File: src/design/b64d_pkg.sv
// Shared types, character codes and the alphabet lookup for the base64 decoder.
package b64d_pkg;

	// Characters with a meaning of their own.
	localparam logic [7:0] CHAR_SPACE = 8'h20;
	localparam logic [7:0] CHAR_TAB   = 8'h09;
	localparam logic [7:0] CHAR_LF    = 8'h0A;
	localparam logic [7:0] CHAR_FF    = 8'h0C;
	localparam logic [7:0] CHAR_CR    = 8'h0D;
	localparam logic [7:0] CHAR_PAD   = 8'h3D;
	localparam logic [7:0] CHAR_PLUS  = 8'h2B;
	localparam logic [7:0] CHAR_SLASH = 8'h2F;

	// Sextet values where the alphabet ranges start.
	localparam logic [5:0] SEXTET_LOWER = 6'd26;
	localparam logic [5:0] SEXTET_DIGIT = 6'd52;
	localparam logic [5:0] SEXTET_PLUS  = 6'd62;
	localparam logic [5:0] SEXTET_SLASH = 6'd63;

	// Result of an alphabet lookup.
	typedef struct packed {
		logic       hit;
		logic [5:0] value;
	} sextet_t;

	// One decoded group handed from the front to the back.
	// Bytes sit from the top of word; count says how many of them are real.
	typedef struct packed {
		logic [23:0] word;
		logic [1:0]  count;
		logic        eom;
		logic        bad;
	} job_t;

	// Maps a character to its six-bit value, or reports a miss.
	function automatic sextet_t sextet_of(input logic [7:0] c);
		sextet_t r;
		r.hit   = 1'b1;
		r.value = '0;
		case (c) inside
			[8'h41:8'h5A]: r.value = 6'(c - 8'h41);
			[8'h61:8'h7A]: r.value = SEXTET_LOWER + 6'(c - 8'h61);
			[8'h30:8'h39]: r.value = SEXTET_DIGIT + 6'(c - 8'h30);
			CHAR_PLUS:     r.value = SEXTET_PLUS;
			CHAR_SLASH:    r.value = SEXTET_SLASH;
			default:       r.hit = 1'b0;
		endcase
		return r;
	endfunction

	// True for the whitespace characters that the decoder skips.
	function automatic logic is_space(input logic [7:0] c);
		logic r;
		case (c) inside
			CHAR_SPACE, CHAR_TAB, CHAR_LF, CHAR_FF, CHAR_CR: r = 1'b1;
			default: r = 1'b0;
		endcase
		return r;
	endfunction

endpackage

File: src/design/b64d_front.sv
// Front end: classifies each character, tracks group and pad state, builds jobs.
module b64d_front
	import b64d_pkg::*;
(
	input  logic       clk,
	input  logic       arst_n,
	input  logic       accept,
	input  logic [7:0] char_code,
	input  logic       has_char,
	input  logic       last,
	output logic       push,
	output job_t       push_job
);

	logic [17:0] acc_q;
	logic [1:0]  grp_q;
	logic [1:0]  pad_q;
	logic        err_q;

	logic [17:0] acc_n;
	logic [1:0]  grp_n;
	logic [1:0]  pad_n;
	logic        err_n;
	sextet_t     sx;
	job_t        job;

	// Character step followed by the end-of-message checks.
	always_comb begin
		acc_n     = acc_q;
		grp_n     = grp_q;
		pad_n     = pad_q;
		err_n     = err_q;
		sx        = sextet_of(char_code);
		job.word  = '0;
		job.count = 2'd0;
		job.eom   = last;
		job.bad   = 1'b0;

		if (has_char && !is_space(char_code)) begin
			if (char_code == CHAR_PAD) begin
				if ((grp_q == 2'd2 && pad_q != 2'd2) || (grp_q == 2'd3 && pad_q == 2'd0)) begin
					pad_n = 2'(pad_q + 2'd1);
				end else begin
					err_n = 1'b1;
				end
			end else if (!sx.hit || pad_q != 2'd0) begin
				err_n = 1'b1;
			end else if (!err_q) begin
				if (grp_q == 2'd3) begin
					job.word  = {acc_q, sx.value};
					job.count = 2'd3;
					acc_n     = '0;
					grp_n     = 2'd0;
				end else begin
					acc_n = {acc_q[11:0], sx.value};
					grp_n = 2'(grp_q + 2'd1);
				end
			end
		end

		if (last) begin
			if (grp_n == 2'd1) begin
				err_n = 1'b1;
			end
			if (pad_n == 2'd1 && grp_n == 2'd2) begin
				err_n = 1'b1;
			end
			if (!err_n) begin
				if (grp_n == 2'd2) begin
					job.word  = {acc_n[11:4], 16'd0};
					job.count = 2'd1;
				end else if (grp_n == 2'd3) begin
					job.word  = {acc_n[17:2], 8'd0};
					job.count = 2'd2;
				end
			end
			job.bad = err_n;
		end
	end

	assign push     = accept && (job.count != 2'd0 || last);
	assign push_job = job;

	// Message state; a closing beat returns everything to reset values.
	always_ff @(posedge clk or negedge arst_n) begin
		if (!arst_n) begin
			acc_q <= '0;
			grp_q <= 2'd0;
			pad_q <= 2'd0;
			err_q <= 1'b0;
		end else if (accept) begin
			if (last) begin
				acc_q <= '0;
				grp_q <= 2'd0;
				pad_q <= 2'd0;
				err_q <= 1'b0;
			end else begin
				acc_q <= acc_n;
				grp_q <= grp_n;
				pad_q <= pad_n;
				err_q <= err_n;
			end
		end
	end

	// Padding only ever follows two or three sextets.
	a_pad_needs_group: assert property (@(posedge clk) disable iff (!arst_n)
		pad_q != 2'd0 |-> (grp_q == 2'd2 || grp_q == 2'd3))
		else $error("pad count set without a partial group");

endmodule

File: src/design/b64d_queue.sv
// Short job queue that decouples the front end from the output sequencer.
module b64d_queue
	import b64d_pkg::*;
#(
	parameter int DEPTH = 4
)
(
	input  logic clk,
	input  logic arst_n,
	input  logic push,
	input  job_t push_job,
	input  logic pop,
	output logic full,
	output logic head_valid,
	output job_t head_job
);

	localparam int PW = (DEPTH > 1) ? $clog2(DEPTH) : 1;
	localparam int CW = $clog2(DEPTH + 1);

	job_t          mem_q [DEPTH];
	logic [PW-1:0] wr_ptr_q;
	logic [PW-1:0] rd_ptr_q;
	logic [CW-1:0] count_q;

	assign full       = (count_q == CW'(DEPTH));
	assign head_valid = (count_q != '0);
	assign head_job   = mem_q[rd_ptr_q];

	// Storage writes.
	always_ff @(posedge clk) begin
		if (push) begin
			mem_q[wr_ptr_q] <= push_job;
		end
	end

	// Pointers and fill count.
	always_ff @(posedge clk or negedge arst_n) begin
		if (!arst_n) begin
			wr_ptr_q <= '0;
			rd_ptr_q <= '0;
			count_q  <= '0;
		end else begin
			if (push) begin
				wr_ptr_q <= (wr_ptr_q == PW'(DEPTH - 1)) ? '0 : PW'(wr_ptr_q + 1'b1);
			end
			if (pop) begin
				rd_ptr_q <= (rd_ptr_q == PW'(DEPTH - 1)) ? '0 : PW'(rd_ptr_q + 1'b1);
			end
			if (push && !pop) begin
				count_q <= CW'(count_q + 1'b1);
			end else if (pop && !push) begin
				count_q <= CW'(count_q - 1'b1);
			end
		end
	end

	a_no_overflow: assert property (@(posedge clk) disable iff (!arst_n)
		push |-> !full)
		else $error("job queue written while full");

	a_no_underflow: assert property (@(posedge clk) disable iff (!arst_n)
		pop |-> head_valid)
		else $error("job queue read while empty");

endmodule

File: src/design/b64d_back.sv
// Back end: walks each job byte by byte into the output register.
module b64d_back
	import b64d_pkg::*;
(
	input  logic       clk,
	input  logic       arst_n,
	input  logic       head_valid,
	input  job_t       head_job,
	output logic       pop,
	output logic       out_valid,
	input  logic       out_stall,
	output logic [7:0] data_byte,
	output logic       byte_valid,
	output logic       end_of_message,
	output logic       bad_encoding
);

	logic [1:0] k_q;
	logic       out_valid_q;
	logic [7:0] byte_q;
	logic       byte_valid_q;
	logic       eom_q;
	logic       bad_q;

	logic       load;
	logic       final_res;
	logic [7:0] sel_byte;

	// Pick the next byte of the head job and see whether it is the job's last.
	always_comb begin
		load = head_valid && (!out_valid_q || !out_stall);
		case (k_q)
			2'd0:    sel_byte = head_job.word[23:16];
			2'd1:    sel_byte = head_job.word[15:8];
			default: sel_byte = head_job.word[7:0];
		endcase
		final_res = (head_job.count == 2'd0) || (k_q == 2'(head_job.count - 2'd1));
	end

	assign pop = load && final_res;

	// Byte index within the head job.
	always_ff @(posedge clk or negedge arst_n) begin
		if (!arst_n) begin
			k_q <= 2'd0;
		end else if (load) begin
			k_q <= final_res ? 2'd0 : 2'(k_q + 2'd1);
		end
	end

	// Output register valid.
	always_ff @(posedge clk or negedge arst_n) begin
		if (!arst_n) begin
			out_valid_q <= 1'b0;
		end else if (load) begin
			out_valid_q <= 1'b1;
		end else if (!out_stall) begin
			out_valid_q <= 1'b0;
		end
	end

	// Output register payload.
	always_ff @(posedge clk) begin
		if (load) begin
			if (head_job.count == 2'd0) begin
				byte_q       <= 8'd0;
				byte_valid_q <= 1'b0;
			end else begin
				byte_q       <= sel_byte;
				byte_valid_q <= 1'b1;
			end
			eom_q <= head_job.eom && final_res;
			bad_q <= head_job.bad && final_res;
		end
	end

	assign out_valid      = out_valid_q;
	assign data_byte      = byte_q;
	assign byte_valid     = byte_valid_q;
	assign end_of_message = eom_q;
	assign bad_encoding   = bad_q;

	a_bad_on_final: assert property (@(posedge clk) disable iff (!arst_n)
		out_valid_q && bad_q |-> eom_q)
		else $error("error flag outside the final beat");

	a_empty_is_final: assert property (@(posedge clk) disable iff (!arst_n)
		out_valid_q && !byte_valid_q |-> eom_q)
		else $error("empty beat that does not close a message");

	a_index_range: assert property (@(posedge clk) disable iff (!arst_n)
		head_valid |-> (k_q < head_job.count || k_q == 2'd0))
		else $error("byte index past the job's byte count");

endmodule

File: src/design/base64_forgiving_decoder_core.sv
// A beat's job is written into the job queue, and output beats leave from a register.
// Throughput: one beat per cycle in while in_stall is low and out while out_stall is low.
// A full group of three bytes leaves as three output beats; the job queue of QUEUE_DEPTH
// entries absorbs it, and in_stall rises only when that queue is full.
// Reset: arst_n clears message state, queue pointers and output valid at once.
module base64_forgiving_decoder_core
	import b64d_pkg::*;
#(
	parameter int QUEUE_DEPTH = 4
)
(
	input  logic       clk,
	input  logic       arst_n,
	input  logic       in_valid,
	output logic       in_stall,
	input  logic [7:0] char_code,
	input  logic       has_char,
	input  logic       last,
	output logic       out_valid,
	input  logic       out_stall,
	output logic [7:0] data_byte,
	output logic       byte_valid,
	output logic       end_of_message,
	output logic       bad_encoding
);

	logic accept;
	logic push;
	job_t push_job;
	logic pop;
	logic full;
	logic head_valid;
	job_t head_job;

	// A beat enters whenever the queue has room for the job it may produce.
	assign in_stall = full;
	assign accept   = in_valid && !full;

	b64d_front u_front (
		.clk       (clk),
		.arst_n    (arst_n),
		.accept    (accept),
		.char_code (char_code),
		.has_char  (has_char),
		.last      (last),
		.push      (push),
		.push_job  (push_job)
	);

	b64d_queue #(
		.DEPTH (QUEUE_DEPTH)
	) u_queue (
		.clk        (clk),
		.arst_n     (arst_n),
		.push       (push),
		.push_job   (push_job),
		.pop        (pop),
		.full       (full),
		.head_valid (head_valid),
		.head_job   (head_job)
	);

	b64d_back u_back (
		.clk            (clk),
		.arst_n         (arst_n),
		.head_valid     (head_valid),
		.head_job       (head_job),
		.pop            (pop),
		.out_valid      (out_valid),
		.out_stall      (out_stall),
		.data_byte      (data_byte),
		.byte_valid     (byte_valid),
		.end_of_message (end_of_message),
		.bad_encoding   (bad_encoding)
	);

endmodule

File: config.mk
export PLATFORM = sky130hd
export DESIGN_NAME = base64_forgiving_decoder_core
export DESIGN_NICKNAME = d
export VERILOG_FILES = /design/src/design/b64d_pkg.sv /design/src/design/b64d_front.sv /design/src/design/b64d_queue.sv /design/src/design/b64d_back.sv /design/src/design/base64_forgiving_decoder_core.sv
export SDC_FILE = /design/constraint.sdc
export NUM_CORES = 1
export LEC_CHECK = 0
export BUFFER_PORTS_ARGS = -buffer_cell sky130_fd_sc_hd__clkbuf_2
export CORE_ASPECT_RATIO = 2
export CORE_UTILIZATION = 43
export CTS_CLUSTER_SIZE = 20
export DETAILED_ROUTE_END_ITERATION = 10
export PLACE_DENSITY = 0.63
export SKIP_LAST_GASP = 1
export SLEW_MARGIN = 20
export SYNTH_ARGS = -nofsm -noshare
export SYNTH_HDL_FRONTEND = slang
export SYNTH_HIERARCHICAL = 1
export SYNTH_SLANG_ARGS = --single-unit
File: constraint.sdc
create_clock -name clk -period 4 [get_ports clk]
set_clock_uncertainty 0.1 [all_clocks]
set_input_delay 0.8 -clock clk [delete_from_list [all_inputs] [get_ports clk]]
set_output_delay 0.8 -clock clk [all_outputs]
set_load 0.1 [all_outputs]
# --- Word level (Yosys, flattened, before mapping) ---
# Memory sizes are Yosys's and may differ from the RTL's.
# Cells that the tools add are included.
word_totals:
  reg_bits: 44
  ram_bits: 112
  input_bits: 14
  out_inout_bits: 13
  wordCells: 151
  mem_count: 1
mem_list:
  columns: ["memory", "depth", "width", "read_ports", "rd_clocked_by_memory_dff", "write_ports", "line_no", "source"]
  rows:
  - ["u_queue.mem_q", 4, 28, 1, 0, 1, "b64d_queue.sv:21", "job_t mem_q [DEPTH];"]
op_classes:
  addsub: 13
  n_lt_le_gt_ge: 6
  eq_ne: 24
  muxes: 56
  reduce_logical: 37
op_table:
  columns: ["op", "n"]
  rows:
  - ["$mux 26", 9]
  - ["$mux 18", 6]
  - ["$eq 8x4->1 const B", 4]
  - ["$eq 8x6->1 const B", 4]
  - ["$mux 6", 5]
  - ["$mux 2", 13]
  - ["$mux 1", 20]
  - ["$ge 8x7->1 const B", 2]
  - ["$le 8x7->1 const B", 2]
  - ["$pmux 8 s2", 1]
  - ["$logic_and 1x1->1", 15]
  - ["$eq 2x2->1 const B", 6]
  - ["$sub 6x6->6 const B", 2]
  - ["$add 2x1->2 const B", 5]
  - ["$ge 8x6->1 const B", 1]
  - ["$le 8x6->1 const B", 1]
  - ["$ne 2x2->1 const B", 4]
  - ["$reduce_bool 2->1", 4]
  - ["$logic_not 1->1", 7]
  - ["$add 5x6->6 const A", 1]
  - ["$add 6x6->6 const A", 1]
  - ["$eq 2x1->1 const B", 3]
  - ["$logic_not 2->1", 3]
  - ["$mux 3", 2]
  - ["11 further kinds", 15]

# --- Logic depth before layout (Yosys ltp) ---
depth:
  word_depth: 24
  ltp_mapped: 15
  mapped_depth_nobuf: 14

# --- Cells and area by module ---
# Netlist, hierarchy kept.
modules_own_cells:
  columns: ["mod", "n_inst", "cells_per_inst", "area_per_inst_um2", "seq_area_each_um2"]
  rows:
  - ["b64d_queue", 1, 183, 4458.0, 3538.4]
  - ["b64d_front", 1, 316, 2492.4, 575.6]
  - ["b64d_back", 1, 64, 710.7, 405.4]
  - ["base64_forgiving_decoder_core", 1, 1, 13.8, 0.0]

# --- Worst setup path before layout ---
# Ideal clock, no wire load.
synth_path:
  path_kind: "register -> register"
  start: "register u_queue.count_q[0]"
  end: "register u_queue.count_q[1]"
  setup_ps: 125
  arrival_ps: 4363
  required_time_ps: 3775
  path_slack_ps: -588
  stages_incl_launch_ff: 10
  path_buffers: 2
  period_less_slack_ps: 4588
  path_cell_list: "dfrtp_1 nor3b_1 nor2b_4 clkbuf_1 clkbuf_1 o21a_1 ha_1 inv_1 fa_1 mux2_2"
synth_between:
  elab_chain_len: 7
  elab_cells_between_ends: 16
  classes_between: "add/sub: 2; eq/ne: 1; mux: 2; reduce/logical: 11"
synth_rtl:
  columns: ["item", "line_no", "source"]
  rows:
  - ["start, declared", "b64d_queue.sv:24", "logic [CW-1:0] count_q;"]
  - ["start signal, assigned", "b64d_queue.sv:51", "count_q <= CW'(count_q + 1'b1);"]
  - ["start signal, assigned", "b64d_queue.sv:53", "count_q <= CW'(count_q - 1'b1);"]
  - ["$eq 3x3->1 *", "b64d_queue.sv:26", "assign full = (count_q == CW'(DEPTH));"]
  - ["via in_stall", "base64_forgiving_decoder_core.sv:15", "output logic in_stall,"]
  - ["$logic_not 1->1 *", "base64_forgiving_decoder_core.sv:37", "assign accept = in_valid && !full;"]
  - ["$logic_and 1x1->1 *", "base64_forgiving_decoder_core.sv:37", null]
  - ["via accept", "base64_forgiving_decoder_core.sv:27", "logic accept;"]
  - ["$logic_and 1x1->1 *", "b64d_front.sv:81", "assign push = accept && (job.count != 2'd0 || last);"]
  - ["via push", "base64_forgiving_decoder_core.sv:28", "logic push;"]
  - ["$logic_not 1->1", "b64d_queue.sv:52", "end else if (pop && !push) begin"]
  - ["$logic_and 1x1->1", "b64d_queue.sv:52", null]
  - ["$reduce_bool 2->1 (no source line)", null, null]
# The timed path passes the listed nets; every way through them passes the cells marked *. The select of a mux whose other input is x is not followed.
# A chain may end at the register's enable or synchronous reset.

==> reports/qor.json <==
{
  "tightest_hold_check_type": {"value": "flip-flop to flip-flop"},
  "root_buffer": {"value": "clkbuf_16"},
  "worst-endpoint-required": {"value": 4.00, "unit": "ns"},
  "layout.core_utilization": {"value": 50.2, "unit": "%"},
  "initialDrtViolationCount": {"value": 364},
  "rsz0062_at_grt": {"value": "false"},
  "antenna_cells": {"value": 0},
  "global_route_usage_over_all_layers": {"value": 20.5, "unit": "%"},
  "max_stage_delay": {"value": 0.83, "unit": "ns"},
  "worst-setup-path-type": {"value": "input port to flip-flop"},
  "die_x": {"value": 96.5, "unit": "µm"},
  "detail_route.wl_per_cell": {"value": 21.4, "unit": "µm"},
  "critPathBufInv": {"value": 2},
  "tritoncts_num_sinks": {"value": 156},
  "final_replace_weighted_congestion": {"value": 0.920},
  "largest_net_degree_at_the_start_of_global_routing": {"value": 34},
  "most_instantiated_flip_flop_cell_in_the_synthesis_netlist": {"value": "edfxtp_1"},
  "hold_ws": {"value": 0.385, "unit": "ns"},
  "fin_crit": {"value": 3.53, "unit": "ns"},
  "timing.critical_path.fanout_max": {"value": 9},
  "worst_path_dominant_cell_family": {"value": "compound AO/OA/AOI/OAI gates"},
  "layout.nets": {"value": 640},
  "timing_worst_slew_pin_value": {"value": 0.886, "unit": "ns"},
  "holdBufCountCts": {"value": 0},
  "postCtsSetupRepairBufs": {"value": 0},
  "critPathCaptureType": {"value": "flip-flop"},
  "n_fill_cell": {"value": 1532},
  "drt-vias-per-instance": {"value": 6.09},
  "drv_slew": {"value": 0},
  "max_freq": {"value": 283, "unit": "MHz"},
  "worstSetupPathDepth": {"value": 9},
  "number_of_enable_type_register_cells_in_the_synthesized_netlist": {"value": 123},
  "crit_chain": {"value": "clkbuf_2 > inv_1 > ha_1 > and2_1 > a311oi_2 > and3_4 > o2111ai_1 > and2_1 > o41ai_1"},
  "postSynthRegisterBits": {"value": 156},
  "layout_setup_ws": {"value": 0.472, "unit": "ns"},
  "syn_nets": {"value": 603},
  "vias_in_the_first_global_route": {"value": 5225},
  "setup_violations": {"value": 0},
  "power-per-cell-area": {"value": 698, "unit": "nW/µm²"},
  "mappedNetlistArea": {"value": 7670, "unit": "µm²"},
  "design.die.area": {"value": 18400, "unit": "µm²"},
  "remaining_drc_errors": {"value": 0},
  "place_ws": {"value": 0.115, "unit": "ns"},
  "drive_gt1_share": {"value": 22.0, "unit": "%"},
  "yosys_warnings": {"value": 6},
  "synth_sequential_area_ratio": {"value": 58.9, "unit": "%"},
  "drt.antenna.violating_nets": {"value": 0},
  "post_cts_resized": {"value": 0},
  "buffers_from_clock_root_to_sink_at_most": {"value": 2},
  "min_delay_path_depth": {"value": 1},
  "finalSetupTns": {"value": 0, "unit": "ns"},
  "p_leak": {"value": 3.16, "unit": "nW"},
  "synthDistinctLibCells": {"value": 71},
  "start_kind": {"value": "input port"},
  "route.vias.total": {"value": 5020},
  "synth_cells": {"value": 564},
  "worst-r2r-setup-slack": {"value": 0.75, "unit": "ns"},
  "worst-endpoint-arrival": {"value": 3.53, "unit": "ns"},
  "maxCapViolCount": {"value": 0},
  "slowest_stage": {"value": "o41ai_1"},
  "reg_clk_slew_reported_paths": {"value": 0.06, "unit": "ns"},
  "cts_made_buffers": {"value": 17},
  "post_synthesis_average_cell_area": {"value": 13.6, "unit": "µm²"},
  "die_height": {"value": 191, "unit": "µm"},
  "report.final.hold_viol_count": {"value": 0},
  "worst_max_slew_margin_expressed_relative_to_the_limit": {"value": 41.0, "unit": "%"},
  "first_pass_iteration_count_of_the_detailed_router": {"value": 7},
  "grt_remaining_overflow": {"value": 0},
  "placeableCoreArea": {"value": 17400, "unit": "µm²"},
  "final.period_utilization": {"value": 88.2, "unit": "%"},
  "port_buffers": {"value": 26},
  "worst_ir_drop_vdd": {"value": 0.388, "unit": "mV"},
  "area_growth": {"value": 13.6, "unit": "%"},
  "cts_tree": {"value": "built"},
  "power": {"value": 6.08, "unit": "mW"},
  "cts_max_level": {"value": 4},
  "run_status": {"value": "completed"},
  "io_pins": {"value": 27},
  "worstRegToRegCells": {"value": 8},
  "antenna_found_initial": {"value": 0},
  "ys_async_sr_fraction": {"value": 21.2, "unit": "%"},
  "fp-row-count": {"value": 68},
  "dpl.hpwl": {"value": 12.7, "unit": "mm"},
  "start_util": {"value": 44.2, "unit": "%"},
  "clock_insertion_delay_worst_skew": {"value": 0.42, "unit": "ns"},
  "totalWireLength": {"value": 17.7, "unit": "mm"},
  "global_route_wire_length_before_repair": {"value": 27.7, "unit": "mm"},
  "cp_common_cell": {"value": "and2_1"}
}
## layer usage
| metal | wire length [µm] | up-vias | GRT usage, % |
|---|---|---|---|
| met5 | 0 | - | 0 |
| met4 | 909 | 0 | 12.7 |
| met3 | 533 | 58 | 3.70 |
| met2 | 9900 | 185 | 36.6 |
| met1 | 6310 | 2512 | 21.5 |
| li1 | - | 2265 | - |
## synthesized netlist by cell type, types with 2 or more instances
| cell type | number | area share, % |
|---|---|---|
| a21oi_2 | 2 | 0.23 |
| nand4b_1 | 3 | 0.34 |
| ha_1 | 24 | 3.9 |
| a22oi_1 | 33 | 3.2 |
| o21a_1 | 4 | 0.39 |
| mux2_2 | 3 | 0.44 |
| a22o_1 | 9 | 1.0 |
| nand3_1 | 7 | 0.46 |
| a31oi_1 | 5 | 0.41 |
| xor2_1 | 5 | 0.57 |
| nand2b_1 | 4 | 0.33 |
| o2111a_1 | 3 | 0.44 |
| nand4_1 | 7 | 0.57 |
| o21ai_0 | 11 | 0.72 |
| a21o_1 | 3 | 0.29 |
| and3_1 | 3 | 0.24 |
| inv_1 | 43 | 2.1 |
| buf_2 | 15 | 0.98 |
| o211ai_1 | 6 | 0.59 |
| o21ai_1 | 2 | 0.13 |
| o2111ai_1 | 4 | 0.46 |
| dfrtp_1 | 33 | 11 |
| nor3b_2 | 2 | 0.33 |
| buf_4 | 2 | 0.20 |
| a21oi_1 | 11 | 0.72 |
| a21boi_0 | 2 | 0.20 |
| edfxtp_1 | 123 | 48 |
| nor3b_1 | 2 | 0.20 |
| mux4_2 | 28 | 8.2 |
| o22ai_1 | 32 | 2.6 |
| buf_6 | 4 | 0.59 |
| o221ai_1 | 2 | 0.23 |
| o21ai_2 | 2 | 0.23 |
| nand2_1 | 35 | 1.7 |
| nor3_1 | 2 | 0.13 |
| or4b_4 | 2 | 0.36 |
| a2bb2oi_1 | 2 | 0.23 |
| clkbuf_1 | 11 | 0.54 |
| a211o_1 | 2 | 0.23 |
| and2_1 | 10 | 0.82 |
| nor2_1 | 24 | 1.2 |
| nor2b_1 | 8 | 0.65 |
## report_power, final
group	internal [mW]	switching, mW
registers	2.09	0.204
clock network	0.932	0.674
logic	0.793	1.39
## cell type report
cell class	instances	area (µm²)	share of cell area [%]
inverters	44	165	1.89
multi-input cells	332	2820	32.3
repair buffers	50	360	4.13
clock buffers	18	429	4.92
well taps	210	263	3.01
flip-flops and latches	156	4520	51.9
clock inverters	14	160	1.84
## registers in the layout, indices dropped and copies added (netlist names)
register               flops
u_queue/mem_q            112
u_front/acc_q             18
u_back/data_byte           8
u_queue/count_q            3
u_back/k_q                 2
u_front/grp_q              2
u_front/pad_q              2
u_queue/rd_ptr_q           2
u_queue/wr_ptr_q           2
u_back/bad_encoding        1
u_back/byte_valid          1
u_back/end_of_message      1
u_back/out_valid           1
u_front/err_q              1
## path summary, 6_finish.rpt
check	start	endpoint
max	char_code[1]	u_queue/mem_q[3][2]
min	u_queue/count_q[2]	u_queue/count_q[2]
max reg2reg	u_front/grp_q[0]	u_queue/mem_q[3][24]
min reg2reg	u_queue/count_q[2]	u_queue/count_q[2]
max in group asynchronous	arst_n	u_queue/rd_ptr_q[0]
min in group asynchronous	arst_n	u_front/acc_q[6]
## through the flow
| step | area [µm²] | instances |
|---|---|---|
| finish | 8720 | 824 |
| global route | 8720 | 824 |
| CTS | 8720 | 824 |
| detailed placement | 8130 | 792 |
| global placement | 8130 | 792 |
| floorplan | 7680 | 564 |
## cell families after synthesis
| kind of cell | after synthesis | synth area share (%) |
|---|---|---|
| multiplexers | 32 | 8.79 |
| AO/OA/AOI/OAI | 152 | 14.8 |
| AND/OR/NAND/NOR | 117 | 8.25 |
| flip-flops | 156 | 58.9 |
| adder cells (fa/ha/maj) | 25 | 4.17 |
| buffers and inverters | 76 | 4.45 |
| XOR/XNOR | 6 | 0.685 |
## placed cells by master (no fill, tap or decap), types with 6 or more instances in the layout
cell,n
nand2_1,35
o211ai_1,6
o22ai_1,32
dfrtp_1,32
a21oi_1,11
nand4_1,7
inv_1,43
clkbuf_2,26
ha_1,24
nand3_1,7
and2_1,10
buf_4,20
nor2b_1,8
edfxtp_1,123
nor2_1,24
o21ai_0,11
mux4_2,28
a22o_1,9
clkbuf_16,17
a22oi_1,33
Power figures use the tool's default switching activity.
